File: config.mk
export PLATFORM = sky130hd
export DESIGN_NAME = lpht_ctrl
export DESIGN_NICKNAME = d
export VERILOG_FILES = /design/src/rtl/lpht_pkg.sv /design/src/rtl/lpht_ctrl.sv
export SDC_FILE = /design/constraint.sdc
export NUM_CORES = 1
export LEC_CHECK = 0
export BUFFER_PORTS_ARGS = -buffer_cell sky130_fd_sc_hd__buf_2
export CORE_AREA = 2 2 57 59
export DETAILED_ROUTE_END_ITERATION = 6
export DIE_AREA = 0 0 59 61
export PLACE_DENSITY = 0.78
export SETUP_SLACK_MARGIN = 0.4
export SLEW_MARGIN = 20
export SYNTH_ARGS = -nofsm -noshare
export SYNTH_HDL_FRONTEND = slang
export SYNTH_SLANG_ARGS = --single-unit
File: constraint.sdc
create_clock -name clk -period 6 [get_ports clk]
set_input_delay 1.5 -clock clk [delete_from_list [all_inputs] [get_ports clk]]
set_output_delay 1.5 -clock clk [all_outputs]
set_load 0.05 [all_outputs]
File: src/rtl/lpht_pkg.sv
`timescale 1ns / 1ps
// ----------------------------------------------------------------------------
// lpht_pkg
// Shared types, codes and constants of the linear probing hash table.
// ----------------------------------------------------------------------------
package lpht_pkg;

	localparam int CAPACITY_DEF   = 1024;
	localparam int KEY_W          = 31;
	localparam int SLOT_W         = 10;
	localparam int SIZE_W         = 11;
	localparam int STATUS_W       = 2;
	localparam int LOAD_W         = 9;
	localparam int CFG_IDX_W      = 1;
	localparam int CFG_DATA_W     = 11;
	localparam int START_SIZE_RST = 7;
	localparam int LOAD_LIMIT_RST = 192;

	// Remainder unit: dividend is the key padded to a whole number of digits.
	localparam int DIV_W     = 32;
	localparam int DIV_BITS  = 4;
	localparam int DIV_STEPS = DIV_W / DIV_BITS;
	localparam int DCNT_W    = $clog2(DIV_STEPS);

	localparam logic [STATUS_W-1:0] ST_INSERTED  = 2'd0;
	localparam logic [STATUS_W-1:0] ST_FOUND     = 2'd1;
	localparam logic [STATUS_W-1:0] ST_NOT_FOUND = 2'd2;
	localparam logic [STATUS_W-1:0] ST_FULL      = 2'd3;

	localparam logic [CFG_IDX_W-1:0] CFG_START_SIZE = 1'b0;
	localparam logic [CFG_IDX_W-1:0] CFG_LOAD_LIMIT = 1'b1;

	localparam logic MODE_INSERT = 1'b0;
	localparam logic MODE_SEARCH = 1'b1;

	typedef struct packed {
		logic             mode;
		logic [KEY_W-1:0] key;
	} in_item_t;

	typedef struct packed {
		logic [STATUS_W-1:0] status;
		logic [SLOT_W-1:0]   slot;
		logic [SIZE_W-1:0]   size_in_use;
	} out_item_t;

	typedef struct packed {
		logic                take;
		logic                div_start;
		logic                div_step;
		logic                load_home;
		logic                probe_step;
		logic                write_key;
		logic                grow_begin;
		logic                clr_step;
		logic                scan_next;
		logic                rb_load;
		logic                grow_end;
		logic                emit;
		logic [STATUS_W-1:0] code;
	} cmd_t;

	typedef struct packed {
		logic mode;
		logic need_grow;
		logic full;
		logic div_last;
		logic used;
		logic match;
		logic tries_last;
		logic clr_last;
		logic scan_end;
		logic src_used;
		logic cfg_clear;
		logic out_free;
	} sts_t;

endpackage

File: src/rtl/lpht_ctrl.sv
`timescale 1ns / 1ps
// ----------------------------------------------------------------------------
// lpht_ctrl
// Sequencer: clearing passes, lookup, insert and grow-and-rebuild steps.
// ----------------------------------------------------------------------------
module lpht_ctrl import lpht_pkg::*; (
	input  logic clk,
	input  logic arst_n,
	input  logic in_valid,
	input  sts_t sts,
	output cmd_t cmd,
	output logic idle
);

	typedef enum logic [12:0] {
		S_CLEAR  = 13'b0000000000001,
		S_IDLE   = 13'b0000000000010,
		S_CHECK  = 13'b0000000000100,
		S_PLACE  = 13'b0000000001000,
		S_DIV    = 13'b0000000010000,
		S_HOME   = 13'b0000000100000,
		S_PROBE  = 13'b0000001000000,
		S_EMIT   = 13'b0000010000000,
		S_GCLR   = 13'b0000100000000,
		S_GSCAN  = 13'b0001000000000,
		S_GDIV   = 13'b0010000000000,
		S_GHOME  = 13'b0100000000000,
		S_GPROBE = 13'b1000000000000
	} state_t;

	state_t              state_q, state_d;
	logic [STATUS_W-1:0] code_q, code_d;

	assign idle = (state_q == S_IDLE);

	always_comb begin
		state_d = state_q;
		code_d  = code_q;
		cmd     = '0;
		cmd.code = code_q;
		case (state_q)
			S_CLEAR: begin
				cmd.clr_step = 1'b1;
				if (sts.clr_last) begin
					state_d = S_IDLE;
				end
			end
			S_IDLE: begin
				if (in_valid) begin
					cmd.take = 1'b1;
					state_d  = S_CHECK;
				end
			end
			S_CHECK: begin
				if (sts.mode != MODE_INSERT) begin
					cmd.div_start = 1'b1;
					state_d       = S_DIV;
				end else if (sts.need_grow) begin
					cmd.grow_begin = 1'b1;
					state_d        = S_GCLR;
				end else begin
					state_d = S_PLACE;
				end
			end
			S_PLACE: begin
				if (sts.full) begin
					code_d  = ST_FULL;
					state_d = S_EMIT;
				end else begin
					cmd.div_start = 1'b1;
					state_d       = S_DIV;
				end
			end
			S_DIV: begin
				cmd.div_step = 1'b1;
				if (sts.div_last) begin
					state_d = S_HOME;
				end
			end
			S_HOME: begin
				cmd.load_home = 1'b1;
				state_d       = S_PROBE;
			end
			S_PROBE: begin
				if (sts.mode == MODE_INSERT) begin
					if (!sts.used) begin
						cmd.write_key = 1'b1;
						code_d        = ST_INSERTED;
						state_d       = S_EMIT;
					end else begin
						cmd.probe_step = 1'b1;
					end
				end else if (!sts.used) begin
					code_d  = ST_NOT_FOUND;
					state_d = S_EMIT;
				end else if (sts.match) begin
					code_d  = ST_FOUND;
					state_d = S_EMIT;
				end else if (sts.tries_last) begin
					code_d  = ST_NOT_FOUND;
					state_d = S_EMIT;
				end else begin
					cmd.probe_step = 1'b1;
				end
			end
			S_EMIT: begin
				if (sts.out_free) begin
					cmd.emit = 1'b1;
					state_d  = S_IDLE;
				end
			end
			S_GCLR: begin
				cmd.clr_step = 1'b1;
				if (sts.clr_last) begin
					state_d = S_GSCAN;
				end
			end
			S_GSCAN: begin
				if (sts.scan_end) begin
					cmd.grow_end = 1'b1;
					state_d      = S_PLACE;
				end else if (sts.src_used) begin
					cmd.rb_load = 1'b1;
					state_d     = S_GDIV;
				end else begin
					cmd.scan_next = 1'b1;
				end
			end
			S_GDIV: begin
				cmd.div_step = 1'b1;
				if (sts.div_last) begin
					state_d = S_GHOME;
				end
			end
			S_GHOME: begin
				cmd.load_home = 1'b1;
				state_d       = S_GPROBE;
			end
			S_GPROBE: begin
				if (!sts.used) begin
					cmd.write_key = 1'b1;
					cmd.scan_next = 1'b1;
					state_d       = S_GSCAN;
				end else begin
					cmd.probe_step = 1'b1;
				end
			end
			default: begin
				state_d = S_CLEAR;
			end
		endcase
		// A start size write restarts the clearing pass of the new table.
		if (sts.cfg_clear) begin
			state_d = S_CLEAR;
		end
	end

	always_ff @(posedge clk or negedge arst_n) begin
		if (!arst_n) begin
			state_q <= S_CLEAR;
			code_q  <= ST_INSERTED;
		end else begin
			state_q <= state_d;
			code_q  <= code_d;
		end
	end

endmodule

* Word-level counts from Yosys, hierarchy flattened
Index checks and enable logic that the tools add are counted.
** Storage, ports and cells
- Bits in registers :: 15
- Bits in latches :: 0
- Bits in writable memories :: 0
- ROM bits :: 0
- Output and inout bits :: 15
- Memories :: 0
** Operators by class
- Add/subtract/negate cells :: 0
- Multipliers :: 0
- Divide/modulo/power cells :: 0
- Magnitude comparators :: 0
- Eq/ne operators :: 26
- Shifts and indexed selects :: 0
- Mux-type cells :: 53
- Bitwise logic cells :: 0
- Reductions and logical operators :: 6
** Operator list (count)
- $mux W13 :: 16
- $pmux W13 S13 :: 1
- $ne A3 B3 Y1 const B :: 8
- $mux W1 :: 22
- $mux W2 :: 8
- $eq A13 B1 Y1 const B :: 1
- $eq A13 B10 Y1 const B :: 1
- $eq A13 B11 Y1 const B :: 1
- $eq A13 B12 Y1 const B :: 1
- $eq A13 B13 Y1 const B :: 1
- $eq A13 B2 Y1 const B :: 1
- $eq A13 B3 Y1 const B :: 1
- $eq A13 B4 Y1 const B :: 1
- $eq A13 B5 Y1 const B :: 1
- $eq A13 B6 Y1 const B :: 1
- $eq A13 B7 Y1 const B :: 1
- $eq A13 B8 Y1 const B :: 1
- $eq A13 B9 Y1 const B :: 1
- $ne A4 B4 Y1 const B :: 3
- $reduce_and A10 Y1 :: 1
- $mux W9 :: 1
- $mux W8 :: 1
- $pmux W2 S2 :: 2
- $reduce_or A2 Y1 :: 3
- other kinds (5) :: 6

* Longest topological paths before layout
- Depth after elaboration :: 6
- Gate-level depth with buffers :: 8
- Depth with buffers taken out :: 6

* Least setup slack after synthesis
No wires, ideal clock.
- Kind :: input-to-output
- Start point :: input port sts[7] (netlist name)
- End point :: output port cmd[5] (netlist name)
- Data arrival time :: 2.804 ns
- Required time :: 4.500 ns
- Path slack :: 1.696 ns
- Stages :: 2
- Path buffers :: 1
- Path through :: clkbuf_1 -> o21ai_0
** RTL lines
- start: declaration :: line lpht_ctrl.sv:10 : input sts_t sts,
- end: declaration :: line lpht_ctrl.sv:11 : output cmd_t cmd,

==> impl_metrics.env <==
export IMPL_vias_per_cell=6.13
export IMPL_start_kind="register"
export IMPL_hold_depth=2
export IMPL_hp_class="register to register"
export IMPL_antenna_found_initial=0
export IMPL_die_h_um=61
export IMPL_max_freq_mhz=230
export IMPL_final_cells=220
export IMPL_grt_pass1_vias=1199
export IMPL_insertion_delay_ns=0.28
export IMPL_synthFlopType="dfrtp_1"
export IMPL_syn_num_nets=180
export IMPL_maxSlewHeadroom=0.408
export IMPL_worst_path_buf_inv=1
export IMPL_drt_iter0_markers=49
export IMPL_grt_usage=0.202
export IMPL_grt_max_degree=16
export IMPL_cts_max_level=1
export IMPL_wire_per_inst_um=15.3
export IMPL_reg2reg_to="state_q[9]"
export IMPL_dp_slack_ns=1.94
export IMPL_grtUsageMet3=0.0235
export IMPL_gp_congestion=0.901
export IMPL_clkTransAtPathRegs_ns=0.09
export IMPL_ctsLongestPathBuffers=2
export IMPL_critPathKind="register to output pin"
export IMPL_io_pins=30
export IMPL_grt_ovfl_total=0
export IMPL_antenna_cells=0
export IMPL_portBuffers=29
export IMPL_die_width_um=59
export IMPL_worst_r2r_cell_count=6
export IMPL_reg2reg_slack_ns=3.50
export IMPL_cts_buffers_inserted=3
export IMPL_status="finished, final reports clean"
export IMPL_drc=0
export IMPL_finalHoldViolations=0
export IMPL_cts_hold_buf=0
export IMPL_cp_cell_sequence="nor3_1, and3_1, nand2_1, nor4b_1, and2_1, buf_2"
export IMPL_setup_ws_ns=1.65
export IMPL_finalMaxSlewViolations=0
export IMPL_ctsResizeCount=0
export IMPL_cp_arrival_ns=2.85
export IMPL_timing_rr_start="state_q[8]"
export IMPL_vias=1348
export IMPL_final_nets=203
export IMPL_max_cap_violations=0
export IMPL_whs_endpoint="code_q[0]"
export IMPL_syn_inst=165
export IMPL_period_share=0.725
export IMPL_hp_start="code_q[0]"
export IMPL_hpwl_um=2570
export IMPL_synthesis_area_mm2=0.00130
export IMPL_mostFrequentLayoutCells="buf_2 (29), nor2_1 (19), nand2_1 (15)"
export IMPL_syn_to_final_growth_pct=12.1
export IMPL_grt_first_pass_wirelength_um=5520
export IMPL_initial_core_util=0.439
export IMPL_post_cts_buffers=0
export IMPL_power_leakage_nw=0.651
export IMPL_routed_wl_um=3370
export IMPL_firstDrtPassIters=5
export IMPL_critPathSlowestCell="nor3_1"
export IMPL_tritoncts="yes"
export IMPL_crit_required_ns=4.50
export IMPL_synth_edf_count=0
export IMPL_min_period_ns=4.35
export IMPL_grt_busiest_layer="met2"
export IMPL_rsz0062_at_grt="no"
export IMPL_holdWs_ns=0.542
export IMPL_dp_cells=216
export IMPL_tightestPinTransition_ns=0.882
export IMPL_fin_skew_ns=0.00987
export IMPL_rows=20
export IMPL_ir_drop_mv=0.100
export IMPL_setup_tns_ns=0
export IMPL_synth_seq_cells=15
export IMPL_synth_seq_area_share=0.291
export IMPL_yosysWarnings=0
export IMPL_syn_mean_instance_area_um2=7.86
export IMPL_final_common_cell="buf_2"
export IMPL_setup_viol=0
export IMPL_root_buffer="clkbuf_4"
export IMPL_crit_fanout=8
export IMPL_endpoint_kind="output pin"
export IMPL_synthDistinctLibCells=48
export IMPL_core_mm2=0.00295
export IMPL_clock_sinks=15
export IMPL_dieArea_mm2=0.00360
export IMPL_cpPeakStageDelay_ns=0.76
export IMPL_met2_usage=0.314
export IMPL_drive_gt1_frac=0.246
export IMPL_cp_top_family="simple AND/OR/NAND/NOR gates"
export IMPL_async_reset_ff_frac=1.00
export IMPL_power_density_mw_per_mm2=254
export IMPL_ant_nets=0
export IMPL_grtUsageMet1=0.286
-- through the flow --
step,utilization,area (µm²),total power [W]
floorplan,-,1300,0.000274
global placement,0.483,1430,0.000310
detailed placement,0.483,1430,0.000312
CTS,0.492,1450,0.000369
global route,0.492,1450,0.000392
finish,0.492,1450,0.000369
-- worst max-delay path by stage --
stage,slack [ns],cells past startpoint,to,start
floorplan,1.70,2,cmd[5],sts[7]
global placement,1.96,4,cmd[7],sts[11]
detailed placement,1.94,4,cmd[7],sts[11]
CTS,1.69,6,cmd[7],state_q[8]
global route,1.39,6,cmd[7],state_q[8]
finish,1.65,6,cmd[7],state_q[8]
-- tightest hold or removal path, cell delays in order (launching register included) --
cell	delay [ns]
dfrtp_1	0.35
a21oi_1	0.04
a21oi_1	0.11
-- layer usage --
metal	wire length, µm	vias to the layer above	part of all wire
li1	-	648	-
met1	1470	618	0.44
met2	1550	76	0.46
met3	307	6	0.091
met4	38	0	0.011
met5	0	-	0
-- sequential cells by signal, summed over array words and instances (netlist names) --
name,count
state_q,13
code_q,2
-- power breakdown --
| part | leakage (nW) | internal (W) | switching [W] |
|---|---|---|---|
| logic | 0.434 | 0.0000676 | 0.000116 |
| registers | 0.203 | 0.000111 | 0.0000170 |
| clock network | 0.0150 | 0.0000258 | 0.0000314 |
| total | 0.651 | 0.000205 | 0.000164 |
-- kinds of logic after synthesis --
family                 synth area share
AO/OA/AOI/OAI                     0.189
XOR/XNOR                         0.0270
AND/OR/NAND/NOR                   0.415
flip-flops                        0.291
buffers and inverters            0.0782
-- cells in the mapped netlist (all sizes together) (4+ instances only) --
master,count,share of area
a21oi,14,0.057
and2,4,0.019
buf,9,0.042
clkbuf,4,0.014
dfrtp,14,0.27
inv,8,0.023
nand2,15,0.043
nand2b,4,0.019
nand3,5,0.019
nand4,9,0.048
nor2,19,0.055
nor3,4,0.015
nor3b,5,0.029
nor4,8,0.053
nor4b,5,0.034
o21ai,6,0.023
-- cell type report --
class / count / area (µm²)
inverters: 8 / 30.0
fillers: 318 / 1500
repair buffers: 31 / 160
flip-flops and latches: 15 / 377
clock buffers: 4 / 26.3
multi-input cells: 129 / 818
well taps: 33 / 41.3
Power figures use the tool's default switching activity.
